--- src/hw/rtl/nnfs_div.sv ---
// restoring divider, one quotient bit per cycle
module nnfs_div #(
   parameter int DVD_W = 24,
   parameter int DVS_W = 12,
   localparam int CNT_W = $clog2(DVD_W + 1)
) (
   input  logic             clock,
   input  logic             reset,
   input  logic             start,
   input  logic [DVD_W-1:0] dividend,
   input  logic [DVS_W-1:0] divisor,
   output logic [DVD_W-1:0] quotient,
   output logic             done
);

   logic [DVD_W-1:0] quo_ff, quo_in;
   logic [DVS_W-1:0] rem_ff, rem_in;
   logic [DVS_W-1:0] dvs_ff, dvs_in;
   logic [CNT_W-1:0] cnt_ff, cnt_in;
   logic             run_ff, run_in;
   logic             done_ff, done_in;
   logic [DVS_W:0]   shifted;
   logic [DVS_W:0]   diff;
   logic             ge;

   assign shifted = {rem_ff, quo_ff[DVD_W-1]};
   assign ge      = shifted >= {1'b0, dvs_ff};
   assign diff    = shifted - {1'b0, dvs_ff};

   always_comb begin
      quo_in  = quo_ff;
      rem_in  = rem_ff;
      dvs_in  = dvs_ff;
      cnt_in  = cnt_ff;
      run_in  = run_ff;
      done_in = 1'b0;
      if (start) begin
         quo_in = dividend;
         rem_in = '0;
         dvs_in = divisor;
         cnt_in = CNT_W'(DVD_W);
         run_in = 1'b1;
      end else if (run_ff) begin
         rem_in = ge ? diff[DVS_W-1:0] : shifted[DVS_W-1:0];
         quo_in = {quo_ff[DVD_W-2:0], ge};
         cnt_in = cnt_ff - 1'b1;
         if (cnt_ff == CNT_W'(1)) begin
            run_in  = 1'b0;
            done_in = 1'b1;
         end
      end
   end

   always_ff @(posedge clock) begin
      if (reset) begin
         cnt_ff  <= '0;
         run_ff  <= 1'b0;
         done_ff <= 1'b0;
      end else begin
         cnt_ff  <= cnt_in;
         run_ff  <= run_in;
         done_ff <= done_in;
      end
      quo_ff <= quo_in;
      rem_ff <= rem_in;
      dvs_ff <= dvs_in;
   end

   assign quotient = quo_ff;
   assign done     = done_ff;

endmodule

--- config.mk ---
export PLATFORM = sky130hd
export DESIGN_NAME = nnfs_div
export DESIGN_NICKNAME = d
export VERILOG_FILES = /design/src/hw/rtl/nnfs_div.sv
export SDC_FILE = /design/constraint.sdc
export NUM_CORES = 1
export LEC_CHECK = 0
export BUFFER_PORTS_ARGS = -buffer_cell sky130_fd_sc_hd__buf_2
export CORE_AREA = 2 2 61 91
export DETAILED_ROUTE_END_ITERATION = 8
export DIE_AREA = 0 0 63 93
export PLACE_DENSITY = 0.82
export SLEW_MARGIN = 10
export SYNTH_ARGS = -nofsm -noshare
export SYNTH_HDL_FRONTEND = slang
export SYNTH_SLANG_ARGS = --single-unit
--- constraint.sdc ---
create_clock -name clock -period 5.5 [get_ports clock]
set_input_delay 1.1 -clock clock [delete_from_list [all_inputs] [get_ports clock]]
set_output_delay 1.1 -clock clock [all_outputs]
set_load 0.02 [all_outputs]
== After elaboration in Yosys (flattened, before gate mapping) ==
Index checks and enable logic that the tools add are counted.

* Flip-flop bits (word level): 55
* Input bits: 39
* Output and inout bits: 25
* Word-level logic and storage cells: 24

* Add/sub/neg operators: 2
* Order comparisons: 1
* Eq/ne operators: 1
* Multiplexer cells: 9
* Bitwise gates (word level): 1
* Reductions and logical operators: 3

{| class="wikitable"
|+ Operator list
! kind !! number
|-
| $mux 24 || 2
|-
| $ge 13x12->1 || 1
|-
| $mux 12 || 1
|-
| $sub 12x12->12 || 1
|-
| $mux 5 || 2
|-
| $eq 5x1->1 const B || 1
|-
| $sub 5x1->5 const B || 1
|-
| $mux 1 || 4
|-
| $reduce_or 3->1 || 1
|-
| $reduce_bool 2->1 || 1
|-
| $reduce_or 2->1 || 1
|-
| $not 1->1 || 1
|}

== Logic depth before layout (Yosys ltp) ==
* Depth in word-level cells: 4
* Gate-level depth with buffers: 10
* Gate-level depth less buffers: 9

== Least setup slack after synthesis ==
Ideal clock, no wire load.

* Path type: in2reg
* From: input start
* To: register quo_ff[0], in the netlist quotient[0], enable pin
* Setup time: 0.380 ns
* Arrival: 2.139 ns
* Required time: 5.120 ns
* Path slack: 2.981 ns
* Cell stages on the path: 4
* Path buffers: 2
* Path through: clkbuf_1 -> nor2_1 -> clkbuf_1 -> inv_1

* Word-level cells in the longest chain between the ends: 1

{| class="wikitable"
|+ RTL lines
! what !! RTL line !! RTL
|-
| start: declaration || 9 || <nowiki>input logic start,</nowiki>
|-
| $reduce_bool 2->1 (no source line) || -- ||
|-
| end signal: assignment || 64 || <nowiki>quo_ff <= quo_in;</nowiki>
|-
| end: declaration || 16 || <nowiki>logic [DVD_W-1:0] quo_ff, quo_in;</nowiki>
|}

Every way passes these cells.
A chain may end at the register's enable or synchronous reset.

== Worst setup path in the final report ==
* From: input start
* To: register quo_ff[18], in the netlist quotient[18], enable pin

Same word-level chain as after synthesis.

==> flow_summary.ini <==
[run_status]
status = complete, no violations

[synth]
ys_warn_count = 0
synthCells = 237
ys_ff_latch = 55
synth-simple-area-share_pct = 9.819
synth_top_family_by_area = multiplexers
ys.flop_type = edfxtp_1
synth_edf_count = 36
async_flop_share_pct = 0
postSynthAreaPerCell_um2 = 11.94
syn_nets = 291
synthAdderAreaFrac_pct = 6.900
synth_xor_area_share_pct = 3.406
synthMuxAreaShare_pct = 12.96
ys_seq_area_share_pct = 51.66
syn_area_um2 = 2829
synth_compound_area_share_pct = 11.10
ys_types = 51

[placed_design]
port-buffer-count = 63
gp_congestion = 0.7813
dp_cells = 360
dp_hpwl_mm = 3.853

[hold_path]
hold_depth = 2
worstHoldPathType = flop to flop

[global_routing]
antenna_found_initial = 0
grt_overflow = 0
grt_pass1_wl_mm = 8.790
grt_max_degree = 49
grt_usage_pct = 19.18
grt_pass1_vias = 1963

[worst_setup_path]
startpoint_type = input pin
worstPathMaxFanout = 48
critPathBufInv = 3
rr_startpoint = dvs_ff[5]
r2r.worst_path.cells = 8
worstPathRequired_ns = 5.39
slowest_delay_ns = 0.63
endpoint = quotient[18]
cp_top_family = buffers and inverters
rrSetupSlack_ns = 3.06
worstSetupStartpoint = start
crit_slowest_cell = inv_1
cp_num_cells = 4
worstSetupPathType = input pin to flop
rr_endpoint = rem_ff[7]
cp-end-kind = flop
cp_cell_sequence = buf_2, buf_4, nor2_1, inv_1
cp.arrival_ns = 2.72

[power_and_ir_drop]
p_int_mw = 0.6877
sw_frac_of_total_pct = 25.24
switching_power_mw = 0.2321
p_per_area_nw_per_um2 = 280.0
seqPwrFrac_pct = 53.9
cellLeakagePower_nw = 1.388
combPwrFrac_pct = 17.9
peakVddDrop_uv = 194.2
clock_power_share_pct = 28.2

[cells_and_area]
drive_gt1_share_pct = 35.00
instances_no_fill = 368
final_common_cell = buf_2
nNetsFinal = 353
insertedDiodeCount = 0
area_growth_pct = 16.14
final_cell_mix = buf_2 (63), edfxtp_1 (36), mux2_2 (25)

[timing]
final-setup-viol-count = 0
fin_skew_ns = 0.004535
drv_slew = 0
max_freq_mhz = 354.0
fin_setup_tns_ns = 0
min_period_over_period_pct = 51.37
max_slew_margin_pct = 37.68
hold_viol_final = 0
min_period_ns = 2.825
worstMarginPinSlew_ns = 0.9338
rsz0062_at_grt = false

[clock_tree]
htree_num_levels = 2
clk_pin_slew_ns = 0.09
clockBufferDepth = 2
cts_sinks = 55
post_cts_buffers = 0
cts_tree = done
cts_resized = 0
cts_hold_buffers = 0
cts-buffers-inserted = 5
root_buffer = clkbuf_8
clkLatencyLatePin_ns = 0.30

[drt]
firstDrtPassIters = 4
drc = 0
wirelength_mm = 5.339
vias = 1983
ant_nets = 0
routedWlPerCell_um = 14.51
viasPerCell = 5.389
drtIter0Drc = 51

[floorplan]
floorplan.die_area_um2 = 5859
die_h_um = 93
initial_core_util_pct = 55.63
die_w_um = 63
core_um2 = 5085
row_count = 32
io_pins = 64

[job]
cap_violations = 0
-- sequential cells by signal, indices dropped and copies added (netlist names) --
signal and flops:
cnt_ff 5, done 1, dvs_ff 12, quotient 24
rem_ff 12, run_ff 1
-- worst min-delay path: stages (launching register included) --
cell,delay [ns]
dfxtp_1,0.32
nand2_1,0.06
o31ai_1,0.05
-- metal layers --
layer / GRT usage [%] / wire [µm] / vias up
li1: - / - / 988
met5: 0 / 0 / -
met3: 2.527 / 187 / 7
met2: 35.55 / 2932 / 48
met4: 7.963 / 101 / 0
met1: 21.94 / 2117 / 940
-- worst min path at each step --
stage / start / end
floorplan: rem_ff[11] / rem_ff[11]
global placement: rem_ff[11] / rem_ff[11]
detailed placement: rem_ff[11] / rem_ff[11]
CTS: rem_ff[11] / rem_ff[11]
global route: rem_ff[11] / rem_ff[11]
finish: rem_ff[11] / rem_ff[11]
-- through the flow --
stage	instance area (µm²)	utilization [%]	power, mW	worst slack (ns)	hold slack, ns
detailed placement	3179	62.52	0.6693	2.322	0.4576
finish	3286	64.62	0.9199	2.675	0.4756
CTS	3286	64.62	0.9291	2.638	0.4740
global placement	3179	62.52	0.6650	2.387	0.4558
floorplan	2829	-	0.6177	2.981	0.4265
global route	3286	64.62	0.9578	2.519	0.4988
-- synth_stat cells (2+ instances only) --
library cell / n / area share, %
and3_1: 2 / 0.44
a211o_1: 2 / 0.62
edfxtp_1: 36 / 38
nand3_1: 3 / 0.53
inv_1: 16 / 2.1
o21ai_2: 2 / 0.62
ha_1: 14 / 6.2
mux2i_1: 7 / 2.5
xor2_1: 4 / 1.2
a21oi_1: 7 / 1.2
nand2_1: 17 / 2.3
nor2_1: 14 / 1.9
o21a_1: 3 / 0.80
nor2b_1: 5 / 1.1
xnor2_1: 7 / 2.2
nor3_1: 6 / 1.1
buf_1: 2 / 0.27
clkbuf_1: 5 / 0.66
nor4b_1: 2 / 0.62
dfxtp_1: 19 / 13
mux2_2: 25 / 10
o21ai_0: 6 / 1.1
o21ai_1: 4 / 0.71
o31ai_1: 2 / 0.53
-- power by group through the flow --
stage	logic [mW]	clock network (mW)	registers [mW]
3_5_place_dp	0.165	0	0.504
5_1_grt	0.181	0.277	0.500
4_1_cts	0.166	0.267	0.496
3_3_place_gp	0.160	0	0.505
6_report	0.165	0.260	0.495
2_1_floorplan	0.0936	0	0.524
-- layout make-up --
type,instances,area (µm²)
clock inverters,1,30.03
inverters,16,60.06
fillers,425,1799
repair buffers,64,322.8
flip-flops and latches,55,1461
multi-input cells,157,1250
well taps,68,85.08
clock buffers,7,76.32
-- kinds of logic (layout without fill, tap and decap cells) --
logic type | Yosys count | after routing
compound gates | 42 | 42
xor+xnor | 11 | 11
fa+ha+maj | 15 | 15
buf+inv | 25 | 88
flops | 55 | 55
mux | 33 | 33
simple gates | 56 | 56
Power figures use the tool's default switching activity.
