## config.mk

```make
export PLATFORM = sky130hd
export DESIGN_NAME = nnfs_csr
export DESIGN_NICKNAME = d
export VERILOG_FILES = /design/src/hw/rtl/nnfs_pkg.sv /design/src/hw/rtl/nnfs_csr.sv
export SDC_FILE = /design/constraint.sdc
export NUM_CORES = 1
export LEC_CHECK = 0
export BUFFER_PORTS_ARGS = -buffer_cell sky130_fd_sc_hd__buf_2
export CAP_MARGIN = 20
export CORE_ASPECT_RATIO = 0.75
export CORE_MARGIN = 8
export CORE_UTILIZATION = 46
export CTS_CLUSTER_SIZE = 28
export DETAILED_ROUTE_END_ITERATION = 16
export HOLD_SLACK_MARGIN = 0.08
export MAX_ROUTING_LAYER = met4
export PLACE_DENSITY = 0.8
export REMOVE_ABC_BUFFERS = 1
export SLEW_MARGIN = 20
export SYNTH_ARGS = -nofsm -noshare
export SYNTH_HDL_FRONTEND = slang
export SYNTH_SLANG_ARGS = --single-unit
```

## constraint.sdc

```tcl
create_clock -name clock -period 1.35 [get_ports clock]
set_input_delay 0.135 -clock clock [delete_from_list [all_inputs] [get_ports clock]]
set_output_delay 0.135 -clock clock [all_outputs]
set_load 0.05 [all_outputs]
```

## src/hw/rtl/nnfs_pkg.sv

```systemverilog
// shared types, constants and register map of the nearest-neighbor frame scaler
package nnfs_pkg;

   // default sizes, handed to the top level parameters
   localparam int MAX_SRC_W_DEF   = 128;
   localparam int MAX_SRC_H_DEF   = 128;
   localparam int MAX_DST_DIM_DEF = 4095;

   // fixed-point and field widths
   localparam int FRAC_BITS  = 16;
   localparam int ACC_W      = 32;
   localparam int SRC_REG_W  = 8;
   localparam int DST_REG_W  = 12;
   localparam int PIX_W      = 24;
   localparam int CSR_DATA_W = 32;
   localparam int CSR_ADDR_W = 4;

   localparam logic [7:0] ALPHA = 8'hFF;

   // commands
   localparam logic CMD_LOAD = 1'b0;
   localparam logic CMD_EMIT = 1'b1;

   // register index, taken from paddr[3:2]
   typedef enum logic [1:0] {
      REG_SRC_WIDTH  = 2'd0,
      REG_SRC_HEIGHT = 2'd1,
      REG_DST_WIDTH  = 2'd2,
      REG_DST_HEIGHT = 2'd3
   } reg_idx_type;

   typedef struct packed {
      logic       cmd;
      logic [7:0] red;
      logic [7:0] green;
      logic [7:0] blue;
   } req_type;

   typedef struct packed {
      logic [31:0] pixel_word;
      logic        row_end;
      logic        frame_end;
   } rsp_type;

endpackage

```

## src/hw/rtl/nnfs_csr.sv

```systemverilog
// apb register bank holding source and destination sizes, clamped for use
module nnfs_csr import nnfs_pkg::*; #(
   parameter int MAX_SRC_W   = MAX_SRC_W_DEF,
   parameter int MAX_SRC_H   = MAX_SRC_H_DEF,
   parameter int MAX_DST_DIM = MAX_DST_DIM_DEF,
   localparam int SW_W = $clog2(MAX_SRC_W + 1),
   localparam int SH_W = $clog2(MAX_SRC_H + 1),
   localparam int DW_W = $clog2(MAX_DST_DIM + 1)
) (
   input  logic                  clock,
   input  logic                  reset,
   input  logic                  psel,
   input  logic                  penable,
   input  logic                  pwrite,
   input  logic [CSR_ADDR_W-1:0] paddr,
   input  logic [CSR_DATA_W-1:0] pwdata,
   output logic [CSR_DATA_W-1:0] prdata,
   output logic                  pready,
   output logic [SW_W-1:0]       src_w,
   output logic [SH_W-1:0]       src_h,
   output logic [DW_W-1:0]       dst_w,
   output logic [DW_W-1:0]       dst_h
);

   logic [SRC_REG_W-1:0] src_width_ff, src_width_in;
   logic [SRC_REG_W-1:0] src_height_ff, src_height_in;
   logic [DST_REG_W-1:0] dst_width_ff, dst_width_in;
   logic [DST_REG_W-1:0] dst_height_ff, dst_height_in;
   logic                 wr_en;
   reg_idx_type          idx;

   // zero reads as one, anything above the maximum as the maximum
   function automatic logic [31:0] clamp_dim(logic [31:0] v, logic [31:0] maxv);
      logic [31:0] r;
      r = v;
      if (v == 32'd0) begin
         r = 32'd1;
      end else if (v > maxv) begin
         r = maxv;
      end
      return r;
   endfunction

   assign wr_en  = psel & penable & pwrite;
   assign idx    = reg_idx_type'(paddr[CSR_ADDR_W-1:2]);
   assign pready = 1'b1;

   always_comb begin
      src_width_in  = src_width_ff;
      src_height_in = src_height_ff;
      dst_width_in  = dst_width_ff;
      dst_height_in = dst_height_ff;
      prdata        = '0;
      case (idx)
         REG_SRC_WIDTH: begin
            prdata = CSR_DATA_W'(src_width_ff);
            if (wr_en) src_width_in = pwdata[SRC_REG_W-1:0];
         end
         REG_SRC_HEIGHT: begin
            prdata = CSR_DATA_W'(src_height_ff);
            if (wr_en) src_height_in = pwdata[SRC_REG_W-1:0];
         end
         REG_DST_WIDTH: begin
            prdata = CSR_DATA_W'(dst_width_ff);
            if (wr_en) dst_width_in = pwdata[DST_REG_W-1:0];
         end
         REG_DST_HEIGHT: begin
            prdata = CSR_DATA_W'(dst_height_ff);
            if (wr_en) dst_height_in = pwdata[DST_REG_W-1:0];
         end
         default: begin
            prdata = '0;
         end
      endcase
   end

   always_ff @(posedge clock) begin
      if (reset) begin
         src_width_ff  <= SRC_REG_W'(1);
         src_height_ff <= SRC_REG_W'(1);
         dst_width_ff  <= DST_REG_W'(1);
         dst_height_ff <= DST_REG_W'(1);
      end else begin
         src_width_ff  <= src_width_in;
         src_height_ff <= src_height_in;
         dst_width_ff  <= dst_width_in;
         dst_height_ff <= dst_height_in;
      end
   end

   assign src_w = SW_W'(clamp_dim(32'(src_width_ff), 32'(MAX_SRC_W)));
   assign src_h = SH_W'(clamp_dim(32'(src_height_ff), 32'(MAX_SRC_H)));
   assign dst_w = DW_W'(clamp_dim(32'(dst_width_ff), 32'(MAX_DST_DIM)));
   assign dst_h = DW_W'(clamp_dim(32'(dst_height_ff), 32'(MAX_DST_DIM)));

endmodule

```

* Word-level counts from Yosys, hierarchy flattened
Cells that the tools add are included.
Word-level totals: memory bits (read-only) 0, output and inout port bits 73, input bits 41, logic and storage cells 27, register bits 40, memories kept 0, RAM bits 0, bits in latches 0
Cells by class: add/subtract/negate cells 0, $lt $le $gt $ge 2, reduce and logical (&&, ||, !) cells 9, bitwise operators 2, div/mod/pow operators 0, eq/ne operators 3, $mul 0, multiplexer cells 7, shift operators 0
Operators with widths (count):
- $pmux 32 s4 | 1
- $mux 8 | 4
- $logic_not 12->1 | 2
- $mux 12 | 2
- $gt 8x8->1 const B | 2
- $logic_not 8->1 | 2
- $reduce_and 2->1 | 4
- $eq 2x2->1 const B | 2
- $and 1x1->1 | 2
- $eq 2x1->1 const B | 1
- $logic_not 2->1 | 1

* Logic depth before layout (Yosys ltp)
depth in word-level cells 3, depth in mapped cells 5, mapped depth without buffers 3

* Worst setup path after synthesis
OpenSTA, ideal clock, no wires.
path type register to output, start point reg src_width_ff[1], end point out src_w[0], required time 1.215 ns, slack -0.085 ns, arrival 1.300 ns, stages on the path, launching flop included 4, path buffers 0, cell sequence dfxtp_1 -> nor4_1 -> a21oi_1 -> nor2_1
On the way: longest elaborated chain between the ends 3, elaborated cells on any way between the ends 4, those cells by class order compare: 1; mux: 2; reduce/logical: 1
Ends and longest elaborated chain:
- start: declaration | line nnfs_csr.sv:25 | logic [SRC_REG_W-1:0] src_width_ff, src_width_in;
- start signal: assignment | line nnfs_csr.sv:84 | src_width_ff <= src_width_in;
- $gt 8x8->1 | line nnfs_csr.sv:38 | end else if (v > maxv) begin
- $mux 8 | line nnfs_csr.sv:38
- $mux 8 (*) | line nnfs_csr.sv:36 | if (v == 32'd0) begin
- end: declaration | line nnfs_csr.sv:19 | output logic [SW_W-1:0] src_w,
Mark *: on every way between the ends. The rest lies on a longest branch, timed or not.

* Worst setup path after layout
start point reg dst_width_ff[1], end point out prdata[1]
On the way: longest elaborated chain between the ends 1
Ends and longest elaborated chain:
- start: declaration | line nnfs_csr.sv:27 | logic [DST_REG_W-1:0] dst_width_ff, dst_width_in;
- start signal: assignment | line nnfs_csr.sv:86 | dst_width_ff <= dst_width_in;
- $pmux 32 s4 | line nnfs_csr.sv:54 | case (idx)
- end: declaration | line nnfs_csr.sv:17 | output logic [CSR_DATA_W-1:0] prdata,
Every way passes these cells. The select of a mux whose other input is x is not followed.

==> results.ini <==
[outcome]
outcome=complete, but fails checks
violations=negative setup slack

[placement]
numPortBuffers=70
hpwlAfterDp_um=4519
routabilityCongestion=0.8096

[sta]
fin_crit_sh_pct=112.9
final_max_slew_viol_count=0
setup_tns_ns=-1.178
holdWs_ns=0.1238
setup_viol=12
rsz0062_at_grt=true
hold_violations=0
period_minus_slack_ns=1.524
setup_ws_ns=-0.1736
skew_ns=0
fmax_mhz=656.3

[clock_network]
htree_levels=2
clock-sinks=40
hold_buffers=0
clkTransAtPathRegs_ns=0.08
clk_latency_ns=0.29
cts_root_buf=clkbuf_8
clk_path_buf_depth=2
cts_tree=yes
cts_made_buffers=5

[yosys]
synth_cells=246
synth_top_area_cell=dfxtp_1
synth_area_per_cell_um2=9.506
ys_ff_latch=40
ys_types=23
synth_top_area_share_pct=34.24
synth_area_leaders=dfxtp_1, mux2i_1, nand2b_1, mux4_2, buf_4
synth_area_um2=2338
synth_warnings=0
ys_seq_area_share_pct=34.24

[drt]
drtIter0Drc=97
finalWirelength_um=6122
wire_per_inst_um=16.82
ant_nets=0
vias=1815
drc=0
drtPass1Iterations=4
vias_per_cell=4.986

[setup_path]
cp_cell_sequence=buf_6 > mux4_2 > buf_8
crit_type=reg2out
regToRegSetupSlack_ns=0.52
slowest_delay_ns=0.48
endpoint_kind=output port
start_kind=register
crit_arrival_ns=1.39
worstPathMaxFanout=2
cp_slowest_cell=mux4_2
required_ns=1.22

[global_routing]
grt_usage_pct=16.48
grt_max_degree=53
grt_pass1_vias=1938
antenna_found_initial=0
grt_overflow=0
grt_pass1_wl_um=9867

[layout]
seqCellArea_um2=843.3
insertedDiodeCount=0
n_fill_cell=431
drive_gt1_share_pct=47.70
multiInputGateArea_um2=1345
area_growth_pct=29.43
fin_nets=345
utilization_pct=61.77

[die]
die_h_um=77.75
dieArea_um2=7645
io_pins=114
core_area_um2=4900
num_rows=22
fp.dieW_um=98.33
start_util_pct=47.73

[power_and_ir_drop]
power.density_nw_per_um2=800.5
leakage_nw=1.486
vdd.ir_drop.worst_mv=0.4423
p_total_mw=2.423

[worst_hold_path]
hold_path.class=in2reg

[job]
cap_violations=0

per-stage QoR:
stage	worst slack, ns	instances	cell area [um^2]
2_1_floorplan	-0.2931	207	2076
3_3_place_gp	-0.01097	349	2616
3_5_place_dp	-0.02270	349	2616
4_1_cts	-0.1841	364	2923
5_1_grt	-0.2133	364	3027
6_report	-0.1736	364	3027
final cells by class:
class / count / area share (%)
well taps: 60 / 2.480
multi-input cells: 167 / 44.44
clock buffers: 5 / 2.274
clock inverters: 2 / 0.4134
flip-flops and latches: 40 / 27.86
repair buffers: 90 / 22.53
cells in the final DEF, fill, tap and decap left out, drive strengths merged, types with 3 or more instances in the layout:
cell    instances
dfxtp          40
clkbuf         15
nor2           10
mux2i          44
nor3            3
nor4            6
mux4            8
conb           21
nand2b         47
buf            80
nor2b          16
critical path: cells and delay by family (launching register included):
kind / cells / cell delay (ns)
muxes: 1 / 0.48
buffers and inverters: 2 / 0.28
DFF: 1 / 0.33
repair_timing:
action	in CTS	in global routing
resized for setup	58	39
endpoints found under the setup margin	13	25
buffers inserted	8	0
pin swaps	5	5
hold endpoints to repair	0	0
cloned	0	0
final timing paths:
kind / startpoint / to / depth (start not counted)
worst max register to register: dst_height_ff[4] / dst_height_ff[4] / 4
worst min-delay path: pwdata[9] / dst_height_ff[9] / 3
worst max-delay path: dst_width_ff[1] / prdata[1] / 3
worst min register to register: dst_height_ff[2] / dst_height_ff[2] / 2
power breakdown:
group          internal (mW)  switching, mW  total [mW]  leakage (nW)
Combinational          0.140          0.312       0.452          1.11
Clock                  0.350          0.415       0.765        0.0400
Sequential              1.19         0.0180        1.21         0.333
Total                   1.68          0.745        2.42          1.49
flip-flops by register name, indices dropped and copies added (netlist names):
register,cells
dst_height_ff,12
dst_width_ff,12
src_height_ff,8
src_width_ff,8
logic make-up (layout without fill, tap and decap cells):
kind of cell	Yosys count	after routing	synth area share (%)
mux	52	52	26.54
simple gates	90	90	23.44
buf+inv	58	97	14.29
flops	40	40	34.24
compound gates	4	4	1.177
other cells	2	21	0.3211
synth_stat cells:
library cell and instances:
nor2b_1 16, nor3_2 1, nor2_1 10, nand3_2 1
conb_1 2, nor4_1 6, a31o_2 2, nand3_1 1
buf_2 3, mux2i_1 44, dfxtp_1 40, or3_4 1
nand2b_1 47, and3_1 2, nor3_1 2, buf_4 22
a21oi_1 2, nand3b_1 1, clkbuf_1 29, buf_6 4
nand4_1 1, mux4_2 8, or2_1 1
layer usage:
metal	global-route usage, %	wire length, um	vias to the layer above	share of wire [%]
met5	-	0	-	0
met4	5.344	57	0	0.93
met2	26.36	2794	58	46
li1	-	-	877	-
met1	19.15	2858	873	47
met3	5.437	412	7	6.7
Note: power is estimated with default switching activity, not from simulation.
